### config.mk
export PLATFORM = sky130hd
export DESIGN_NAME = hsl_to_rgb_unit
export DESIGN_NICKNAME = d
export VERILOG_FILES = /design/src/design/hsl_pkg.sv /design/src/design/hsl_chan.sv /design/src/design/hsl_to_rgb_unit.sv
export VERILOG_INCLUDE_DIRS = /design/src /design/src/design
export SDC_FILE = /design/constraint.sdc
export NUM_CORES = 2
export LEC_CHECK = 0
export ABC_AREA = 0
export ABC_CLOCK_PERIOD_IN_PS = 23700
export BUFFER_PORTS_ARGS = -buffer_cell sky130_fd_sc_hd__buf_2
export CORE_MARGIN = 2
export CORE_UTILIZATION = 70
export DETAILED_ROUTE_END_ITERATION = 6
export PLACE_DENSITY_LB_ADDON = 0.2
export SYNTH_ARGS = -nofsm -noshare
export SYNTH_HDL_FRONTEND = slang
export SYNTH_HIERARCHICAL = 1
export SYNTH_SLANG_ARGS = --single-unit
export TNS_END_PERCENT = 10
### constraint.sdc
create_clock -name i_clk -period 23.7 [get_ports i_clk]
set_input_delay 1.185 -clock i_clk [delete_from_list [all_inputs] [get_ports i_clk]]
set_output_delay 1.185 -clock i_clk [all_outputs]
set_load 0.01 [all_outputs]
### src/design/assert_macros.svh
// Assertion macros for the design files; used by hsl_to_rgb_unit.
// No dependencies; included by modules that carry concurrent checks.
`ifndef ASSERT_MACROS_SVH
`define ASSERT_MACROS_SVH

`ifndef ASSERT_OFF

`define ASSERT_CLK(lbl, clk, rst_n, prop, msg) \
    lbl: assert property (@(posedge clk) disable iff (!rst_n) (prop)) else $error(msg);

`define ASSERT_NEVER(lbl, clk, rst_n, cond, msg) \
    lbl: assert property (@(posedge clk) disable iff (!rst_n) !(cond)) else $error(msg);

`else

`define ASSERT_CLK(lbl, clk, rst_n, prop, msg)

`define ASSERT_NEVER(lbl, clk, rst_n, cond, msg)

`endif

`endif

### src/design/hsl_pkg.sv
// Types and constants for the HSL to RGB converter.
// No dependencies; imported by hsl_chan and hsl_to_rgb_unit.
package hsl_pkg;

    localparam int INT_BITS = 24;   // internal fraction bits
    localparam int HUE_W    = 12;
    localparam int SL_W     = 13;

    typedef logic [INT_BITS:0]   t_fix;   // 0 .. 1.0 inclusive
    typedef logic [INT_BITS-1:0] t_turn;  // fraction of a turn, wraps

    localparam t_fix  ONE        = t_fix'(2**INT_BITS);
    localparam t_fix  HALF       = t_fix'(2**(INT_BITS - 1));
    localparam t_turn THIRD      = t_turn'((2**INT_BITS) / 3);
    localparam t_turn ONE_M_THIRD = t_turn'(2**INT_BITS - (2**INT_BITS) / 3);

    // stage load enables handed to each channel
    typedef struct packed {
        logic ld3;
        logic ld4;
        logic ld5;
        logic ld6;
    } t_chan_en;

endpackage

### src/design/hsl_chan.sv
// One color channel: ramp factor, span multiply and scale to a byte.
// Depends on hsl_pkg; stages 3 to 6 of the converter pipeline.
module hsl_chan import hsl_pkg::*; (
    input  logic          i_clk,
    input  t_chan_en      i_en,
    input  t_turn         i_t,
    input  t_fix          i_p,
    input  t_fix          i_span,
    output logic [7:0]    o_byte
);

    localparam logic [INT_BITS+2:0] ONE_6  = (INT_BITS+3)'(ONE);
    localparam logic [INT_BITS+2:0] FOUR_6 = (INT_BITS+3)'(ONE) << 2;
    localparam logic [INT_BITS+1:0] TWO_3  = (INT_BITS+2)'(ONE) << 1;

    logic [INT_BITS+2:0]   six_t;
    logic [INT_BITS+1:0]   three_t;
    t_fix                  n_f;
    t_fix                  r3_f;
    t_fix                  r4_f;
    logic [2*INT_BITS+1:0] prod;
    t_fix                  n_c;
    t_fix                  r5_c;
    logic [INT_BITS+8:0]   scaled;
    logic [8:0]            whole;

    // factor f so that the channel is p + span*f; f = 1 on the flat top, 0 below
    always_comb begin
        six_t   = (INT_BITS+3)'({i_t, 2'b00}) + (INT_BITS+3)'({i_t, 1'b0});
        three_t = (INT_BITS+2)'({i_t, 1'b0}) + (INT_BITS+2)'(i_t);
        if (six_t < ONE_6) begin
            n_f = t_fix'(six_t);
        end else if (!i_t[INT_BITS-1]) begin
            n_f = ONE;
        end else if (three_t < TWO_3) begin
            n_f = t_fix'(FOUR_6 - six_t);
        end else begin
            n_f = '0;
        end
    end

    always_comb begin
        prod = (2*INT_BITS+2)'(r4_f) * (2*INT_BITS+2)'(i_span);
        n_c  = i_p + prod[2*INT_BITS:INT_BITS];
    end

    // c*255 as (c << 8) - c, then keep the integer part
    always_comb begin
        scaled = (INT_BITS+9)'({r5_c, 8'd0}) - (INT_BITS+9)'(r5_c);
        whole  = scaled[INT_BITS+8:INT_BITS];
    end

    always_ff @(posedge i_clk) begin
        if (i_en.ld3) begin
            r3_f <= n_f;
        end
        if (i_en.ld4) begin
            r4_f <= r3_f;
        end
        if (i_en.ld5) begin
            r5_c <= n_c;
        end
        if (i_en.ld6) begin
            o_byte <= whole[8] ? 8'hFF : whole[7:0];
        end
    end

endmodule

### src/design/hsl_to_rgb_unit.sv
// HSL to RGB pixel converter, top level.
// Depends on hsl_pkg, hsl_chan and assert_macros.svh.
//
// Usage:
//   Input channel: i_valid / o_stall with i_hue, i_saturation, i_lightness.
//   A word is taken at a rising edge with i_valid high and o_stall low.
//   Output channel: o_valid / i_stall with o_red, o_green, o_blue.
//   Six register stages: a word taken at the input is registered in each
//   stage in turn and is shown on the outputs once it sits in stage 6.
//   Throughput is one word per cycle while the output is not stalled;
//   every stage is one short step (clamp, l*s multiply, q, p and span,
//   span*f multiply, scale by 255). When i_stall holds the output, the
//   stages behind it keep filling; bubbles close up, and o_stall rises
//   only once all six stages hold a word and the output is still stalled.
//   Reset (i_rst_n low, synchronous) empties the pipeline; payload
//   registers are not reset.
//   Saturation and lightness above 1.0 are clamped, hue wraps per turn.
`include "assert_macros.svh"

module hsl_to_rgb_unit import hsl_pkg::*; #(
    parameter int FRAC_BITS = 12
) (
    input  logic              i_clk,
    input  logic              i_rst_n,
    input  logic              i_valid,
    output logic              o_stall,
    input  logic [HUE_W-1:0]  i_hue,
    input  logic [SL_W-1:0]   i_saturation,
    input  logic [SL_W-1:0]   i_lightness,
    output logic              o_valid,
    input  logic              i_stall,
    output logic [7:0]        o_red,
    output logic [7:0]        o_green,
    output logic [7:0]        o_blue
);

    localparam int SHIFT = INT_BITS - FRAC_BITS;
    localparam int CW    = (FRAC_BITS + 1 > SL_W) ? FRAC_BITS + 1 : SL_W;
    localparam logic [HUE_W-1:0] HUE_MASK =
        (FRAC_BITS >= HUE_W) ? {HUE_W{1'b1}} : HUE_W'((2**FRAC_BITS) - 1);
    localparam logic [CW-1:0] ONE_IN = CW'(2**FRAC_BITS);

    logic [6:1]           r_v;
    logic [7:1]           rdy;
    t_chan_en             chan_en;

    logic [HUE_W-1:0]     hue_m;
    logic [CW-1:0]        sat_c;
    logic [CW-1:0]        lit_c;
    t_turn                r1_h;
    t_fix                 r1_s;
    t_fix                 r1_l;

    logic [2*INT_BITS+1:0] ls_prod;
    t_fix                 r2_ls;
    t_fix                 r2_s;
    t_fix                 r2_l;
    t_turn                r2_tr;
    t_turn                r2_tg;
    t_turn                r2_tb;

    logic [INT_BITS+1:0]  q_sum;
    t_fix                 n_q;
    t_fix                 r3_q;
    t_fix                 r3_l;

    logic [INT_BITS+1:0]  two_l;
    logic [INT_BITS+1:0]  p_raw;
    t_fix                 n_p;
    t_fix                 r4_p;
    t_fix                 r4_span;

    // a stage loads when it is empty or the one after it moves
    always_comb begin
        rdy[7] = !i_stall;
        for (int k = 6; k >= 1; k--) begin
            rdy[k] = !r_v[k] || rdy[k+1];
        end
    end

    assign o_stall = !rdy[1];
    assign o_valid = r_v[6];
    assign chan_en = '{ld3: rdy[3], ld4: rdy[4], ld5: rdy[5], ld6: rdy[6]};

    always_ff @(posedge i_clk) begin
        if (!i_rst_n) begin
            r_v <= '0;
        end else begin
            if (rdy[1]) begin
                r_v[1] <= i_valid;
            end
            for (int k = 2; k <= 6; k++) begin
                if (rdy[k]) begin
                    r_v[k] <= r_v[k-1];
                end
            end
        end
    end

    // stage 1: wrap hue, clamp s and l, widen to the internal format
    always_comb begin
        hue_m = i_hue & HUE_MASK;
        sat_c = (CW'(i_saturation) > ONE_IN) ? ONE_IN : CW'(i_saturation);
        lit_c = (CW'(i_lightness) > ONE_IN) ? ONE_IN : CW'(i_lightness);
    end

    always_ff @(posedge i_clk) begin
        if (rdy[1]) begin
            r1_h <= t_turn'(hue_m) << SHIFT;
            r1_s <= t_fix'(sat_c) << SHIFT;
            r1_l <= t_fix'(lit_c) << SHIFT;
        end
    end

    // stage 2: l*s and the three channel hues
    assign ls_prod = (2*INT_BITS+2)'(r1_l) * (2*INT_BITS+2)'(r1_s);

    always_ff @(posedge i_clk) begin
        if (rdy[2]) begin
            r2_ls <= ls_prod[2*INT_BITS:INT_BITS];
            r2_s  <= r1_s;
            r2_l  <= r1_l;
            r2_tr <= r1_h + THIRD;
            r2_tg <= r1_h;
            r2_tb <= r1_h + ONE_M_THIRD;
        end
    end

    // stage 3: q
    always_comb begin
        if (r2_l < HALF) begin
            q_sum = (INT_BITS+2)'(r2_l) + (INT_BITS+2)'(r2_ls);
        end else begin
            q_sum = (INT_BITS+2)'(r2_l) + (INT_BITS+2)'(r2_s) - (INT_BITS+2)'(r2_ls);
        end
        n_q = (q_sum > (INT_BITS+2)'(ONE)) ? ONE : t_fix'(q_sum);
    end

    always_ff @(posedge i_clk) begin
        if (rdy[3]) begin
            r3_q <= n_q;
            r3_l <= r2_l;
        end
    end

    // stage 4: p = 2l - q floored at zero and capped at q
    always_comb begin
        two_l = {r3_l, 1'b0};
        p_raw = (two_l > (INT_BITS+2)'(r3_q)) ? two_l - (INT_BITS+2)'(r3_q) : '0;
        n_p   = (p_raw > (INT_BITS+2)'(r3_q)) ? r3_q : t_fix'(p_raw);
    end

    always_ff @(posedge i_clk) begin
        if (rdy[4]) begin
            r4_p    <= n_p;
            r4_span <= r3_q - n_p;
        end
    end

    hsl_chan u_red (
        .i_clk  (i_clk),
        .i_en   (chan_en),
        .i_t    (r2_tr),
        .i_p    (r4_p),
        .i_span (r4_span),
        .o_byte (o_red)
    );

    hsl_chan u_green (
        .i_clk  (i_clk),
        .i_en   (chan_en),
        .i_t    (r2_tg),
        .i_p    (r4_p),
        .i_span (r4_span),
        .o_byte (o_green)
    );

    hsl_chan u_blue (
        .i_clk  (i_clk),
        .i_en   (chan_en),
        .i_t    (r2_tb),
        .i_p    (r4_p),
        .i_span (r4_span),
        .o_byte (o_blue)
    );

    `ASSERT_CLK(a_stall_full, i_clk, i_rst_n, o_stall |-> (&r_v && i_stall), "input stalled with a hole in the pipeline")
    `ASSERT_CLK(a_drain, i_clk, i_rst_n, (r_v[5] && !i_stall) |=> o_valid, "word lost between stage 5 and output")
    `ASSERT_CLK(a_q_max, i_clk, i_rst_n, r_v[3] |-> (r3_q <= ONE), "q above one")
    `ASSERT_CLK(a_span_max, i_clk, i_rst_n, r_v[4] |-> (({1'b0, r4_p} + {1'b0, r4_span}) <= (INT_BITS+2)'(ONE)), "p plus span above one")

endmodule

======== Word level (Yosys, flattened, before mapping) ========
Index checks and enable logic that the tools add are counted.
word-level totals
  word-level logic and storage cells ...... 95
  output and inout bits ................... 26
  register bits after elaboration ......... 492
  input port bits ......................... 42
cells by class
  reduce and logical (&&, ||, !) cells .... 14
  magnitude comparators ................... 12
  $mul .................................... 4
  mux-type cells .......................... 12
  add/subtract/negate cells ............... 22
operators with widths
  cell                    number
  $mux 25                 10
  $mul 25x25->49          3
  $sub 33x25->33          3
  $add 26x25->27          3
  $lt 27x25->1 const B    3
  $add 25x24->26          3
  $lt 26x26->1 const B    3
  $add 25x25->25          3
  $sub 1x25->25 const A   3
  $add 25x25->26          2
  $gt 26x25->1            2
  $mux 26                 2
  $sub 26x25->26          2
  $gt 13x13->1 const B    2
  $gt 26x25->1 const B    1
  $lt 25x24->1 const B    1
  $mul 13x13->25          1
  $sub 25x25->25          1
  $add 24x23->24 const B  1
  $add 24x24->24 const B  1
  $logic_not 1->1         8
  $logic_or 1x1->1        6

======== Logic depth before layout (Yosys ltp) ========
  depth after elaboration ................. 8
  gate-level depth with buffers ........... 38

======== Cells and area by module ========
The synthesis kept the hierarchy.
modules (own cells, without submodules)
  module               times used  area an instance (um^2)  seq. area each (um^2)  cells each
  hsl_chan at u_green  1           25574.5                  2432.3                 2805
  hsl_chan at u_red    1           25486.9                  2432.3                 2802
  hsl_chan at u_blue   1           25260.5                  2432.3                 2768
  hsl_to_rgb_unit      1           17724.5                  6486.2                 1748

======== Worst setup path after synthesis ========
No wires, ideal clock.
  path kind ............................... reg2reg
  start ................................... reg r4_span[15]
  end ..................................... reg u_blue.r5_c[24] (data pin)
  arrival ................................. 8.727 ns
  path buffers ............................ 2
  cell stages (with the launch flop) ...... 36
  required time ........................... 23.440 ns
  setup slack ............................. 14.713 ns
  path through ............................ edfxtp_1 -> clkbuf_1 -> and2_1 -> fa_1 -> inv_1 -> fa_1 -> inv_1 -> fa_1 -> inv_1 -> fa_1 -> inv_1 -> fa_1 -> fa_1 -> inv_1 -> fa_1 -> inv_1 -> ha_1 -> a21oi_1 -> o21ai_0 -> a311oi_1 -> a211oi_1 -> a211o_1 -> a21oi_1 -> o21ai_0 -> a21o_1 -> xor2_1 -> ha_1 -> clkbuf_1 -> a21o_1 -> a221o_1 -> nand2_1 -> o211ai_1 -> o41a_1 -> a31oi_1 -> o21ai_0 -> xnor2_1
on the way
  longest elaborated chain between the ends .. 2
ends and longest elaborated chain
  what                    RTL line                RTL
  start, declared         hsl_to_rgb_unit.sv:71   t_fix r4_span;
  start signal, assigned  hsl_to_rgb_unit.sv:156  r4_span <= r3_q - n_p;
  $mul 25x25->49          hsl_chan.sv:43          prod = (2*INT_BITS+2)'(r4_f) * (2*INT_BITS+2)'(i_span);
  $add 25x25->25          hsl_chan.sv:44          n_c = i_p + prod[2*INT_BITS:INT_BITS];
  net u_blue.n_c[24]      hsl_chan.sv:22          t_fix n_c;
  end signal, assigned    hsl_chan.sv:61          r5_c <= n_c;
  end, declared           hsl_chan.sv:23          t_fix r5_c;
The timed path passes the listed nets, and every way through them passes these cells.
A chain may end at the register's enable or synchronous reset.

======== Worst setup path in the final report ========
  start ................................... reg r4_span[6]
  end ..................................... reg u_blue.r5_c[24] (data pin)
The elaborated chain is that of the path after synthesis.

==> impl_metrics.py <==
metrics = {
    "worst_setup_path": {
        "crit_top_cell": "fa_1",
        "cp.buffers_inverters": 6,
        "critPathLaunchType": "register",
        "slowest_delay_ps": 1070,
        "crit_family": "adder cells",
        "critPathMaxFanout": 48,
        "worstPathRequired_ps": 24120,
        "arrival_ps": 11900,
        "reg2reg_setup_slack_ps": 12220,
        "critPathSlowestCell": "edfxtp_1",
        "worst_setup_path_end_kind": "register",
        "crit_type": "reg2reg",
    },
    "cts": {
        "clockRootBuffer": "clkbuf_16",
        "cts_sinks": 461,
        "clk_pin_slew_worst_paths_ps": 60,
        "max-clock-path-buffers": 3,
        "htreeDepth": 2,
        "cts_made_buffers": 55,
        "insertion_delay_ps": 690,
        "postCtsSetupBuffers": 0,
        "cts_hold_buf": 0,
        "cts_tree": "built",
        "cts_resized": 0,
    },
    "status": {
        "status": "finished, violations left",
        "violations": "DRC",
    },
    "sta": {
        "worst_pin_slew_ps": 1320,
        "finalClockSkew_ps": 53.2,
        "fin_tns_setup_ps": 0,
        "hold_viol_final": 0,
        "post-route-period-util_pct": 48.4,
        "slew_viol_final": 0,
        "slew_headroom_pct": 11.9,
        "fmax_mhz": 87.1,
        "finalCriticalPeriod_ps": 11480,
        "rsz0062_at_grt": "no",
        "setup_ws_ps": 12220,
        "setup_viol": 0,
    },
    "layout": {
        "final_cells": 11864,
        "area_growth_pct": 4.38,
        "final_cell_mix": "2088 x inv_1, 1644 x fa_1, 1180 x nand2_1",
        "mostFrequentLayoutCell": "inv_1",
        "drive_gt1_share_pct": 3.93,
        "post-route-util_pct": 73.6,
        "layout.nets": 12605,
    },
    "floorplanning": {
        "core.rowCount": 134,
        "die_x_um": 371,
        "core_region_area_um2": 133000,
        "pin_count": 68,
        "die_h_um": 371,
        "die_area_um2": 137000,
        "start_util_pct": 70.5,
    },
    "logic_synthesis": {
        "synth_seq_area_share_pct": 14.7,
        "ys_ff_latch": 461,
        "netlist_instances": 10123,
        "synthDistinctLibCells": 129,
        "synth_area_um2": 94000,
        "yosysWarnings": 6,
        "ys.flop_type": "edfxtp_1",
        "async_reset_ff_share_pct": 0,
        "synth.avg_cell_area_um2": 9.29,
        "synth-edff-count": 455,
    },
    "routing": {
        "ant_nets": 0,
        "wl_per_cell_um": 21.2,
        "drc_errors": 7,
        "num_vias": 71873,
        "dr.pass1.iters": 7,
        "via_per_inst": 6.06,
        "drt_wl_total_um": 252000,
        "drt_iter0_drc": 6063,
    },
    "place": {
        "gp_congestion": 0.974,
        "port_buffers": 67,
        "dp_slack_ps": 12400,
        "dpl.hpwl_um": 190000,
        "place_inst": 11757,
    },
    "global_route": {
        "grt_max_degree": 76,
        "overflow": 0,
        "antenna_found_initial": 10,
        "grt_pass1_vias": 75806,
        "grt_pass1_wl_um": 402000,
        "track_usage_pct": 37.5,
    },
    "min_path": {
        "hp-class": "reg2reg",
    },
    "run": {
        "drv_cap": 0,
    },
}
[path summary, 6_finish.rpt]
check                                   from                    endpoint  depth (start not counted)
setup / recovery        r4_span[6]$_DFFE_PP_   u_blue/r5_c[24]$_DFFE_PP_                         34
hold / removal    u_green/r3_f[18]$_DFFE_PP_  u_green/r4_f[18]$_DFFE_PP_                          0
hold reg to reg   u_green/r3_f[18]$_DFFE_PP_  u_green/r4_f[18]$_DFFE_PP_                          0
setup reg to reg        r4_span[6]$_DFFE_PP_   u_blue/r5_c[24]$_DFFE_PP_                         34
[sequential cells by signal, indices dropped and copies added (netlist names), 11 cells and up]
name / count
r2_ls: 25
r3_q: 25
r4_p: 25
r4_span: 25
u_blue/r5_c: 25
u_green/r5_c: 25
u_red/r5_c: 25
u_blue/r3_f: 24
u_blue/r4_f: 24
u_green/r3_f: 24
u_green/r4_f: 24
u_red/r3_f: 24
u_red/r4_f: 24
r1_l: 13
r1_s: 13
r2_l: 13
r2_s: 13
r3_l: 13
r1_h: 12
r2_tg: 12
r2_tr: 12
r2_tb: 11
[cell type report]
cell class / instances / area, µm²
timing repair buffer: 188 / 1240
sequential: 461 / 13800
clock buffer: 61 / 1400
tap: 1768 / 2210
multi-input combinational: 7250 / 71100
antenna: 4 / 10.0
fill: 9842 / 35300
inverter: 2090 / 7850
clock inverter: 42 / 529
[per-layer routing]
metal,part of all wire (%),GRT usage [%],wire (µm),up-vias
met4,5.7,18.5,14500,10
li1,-,-,-,31631
met1,38,48.1,95500,35813
met2,47,61.1,118000,3555
met5,0.030,0,75,-
met3,9.4,7.41,23600,864
[metrics by stage]
| step | hold slack [ps] | instance area, µm² |
|---|---|---|
| 2_1_floorplan | 400 | 94400 |
| 3_3_place_gp | 401 | 96200 |
| 3_5_place_dp | 405 | 96200 |
| 4_1_cts | 414 | 98200 |
| 5_1_grt | 424 | 98200 |
| 6_report | 414 | 98200 |
[cell usage after synthesis (42+ instances only)]
master | number | area share [%]
ha_1 | 873 | 12
clkbuf_1 | 368 | 1.5
inv_1 | 2090 | 8.3
nand2_1 | 1182 | 4.7
nor2_1 | 279 | 1.1
xor2_1 | 73 | 0.68
nor2b_1 | 76 | 0.51
a21o_1 | 151 | 1.2
fa_1 | 1644 | 35
and2_1 | 1009 | 6.7
nand4_1 | 56 | 0.37
a21oi_1 | 294 | 1.6
nor3_1 | 116 | 0.62
xnor2_1 | 221 | 2.1
and3_1 | 59 | 0.39
o21a_1 | 64 | 0.51
nand3_1 | 103 | 0.55
a31oi_1 | 52 | 0.35
a211oi_1 | 42 | 0.34
edfxtp_1 | 455 | 15
o21ai_0 | 188 | 1.0
[cell families (layout without fill, tap and decap cells)]
kind of cell	after synthesis	count (layout)	synth area share, %
xor+xnor	294	294	2.74
simple gates	3126	3126	16.9
mux	17	17	0.192
other cells	2	89	0.00799
compound gates	1206	1206	8.78
flops	461	461	14.7
fa+ha+maj	2522	2522	46.7
buf+inv	2495	2381	10.1
[worst register-to-register path: cells and delay by family (launching register included)]
family          cells  cell delay [ps]
compound gates     14             4150
xor+xnor            2              290
fa+ha+maj           9             4280
buf+inv             6             1000
flops               1             1070
simple gates        3              480
Power is left out: the tool's default activity adds up to more than one toggle a clock period on the data nets, which glitch-free logic cannot reach.
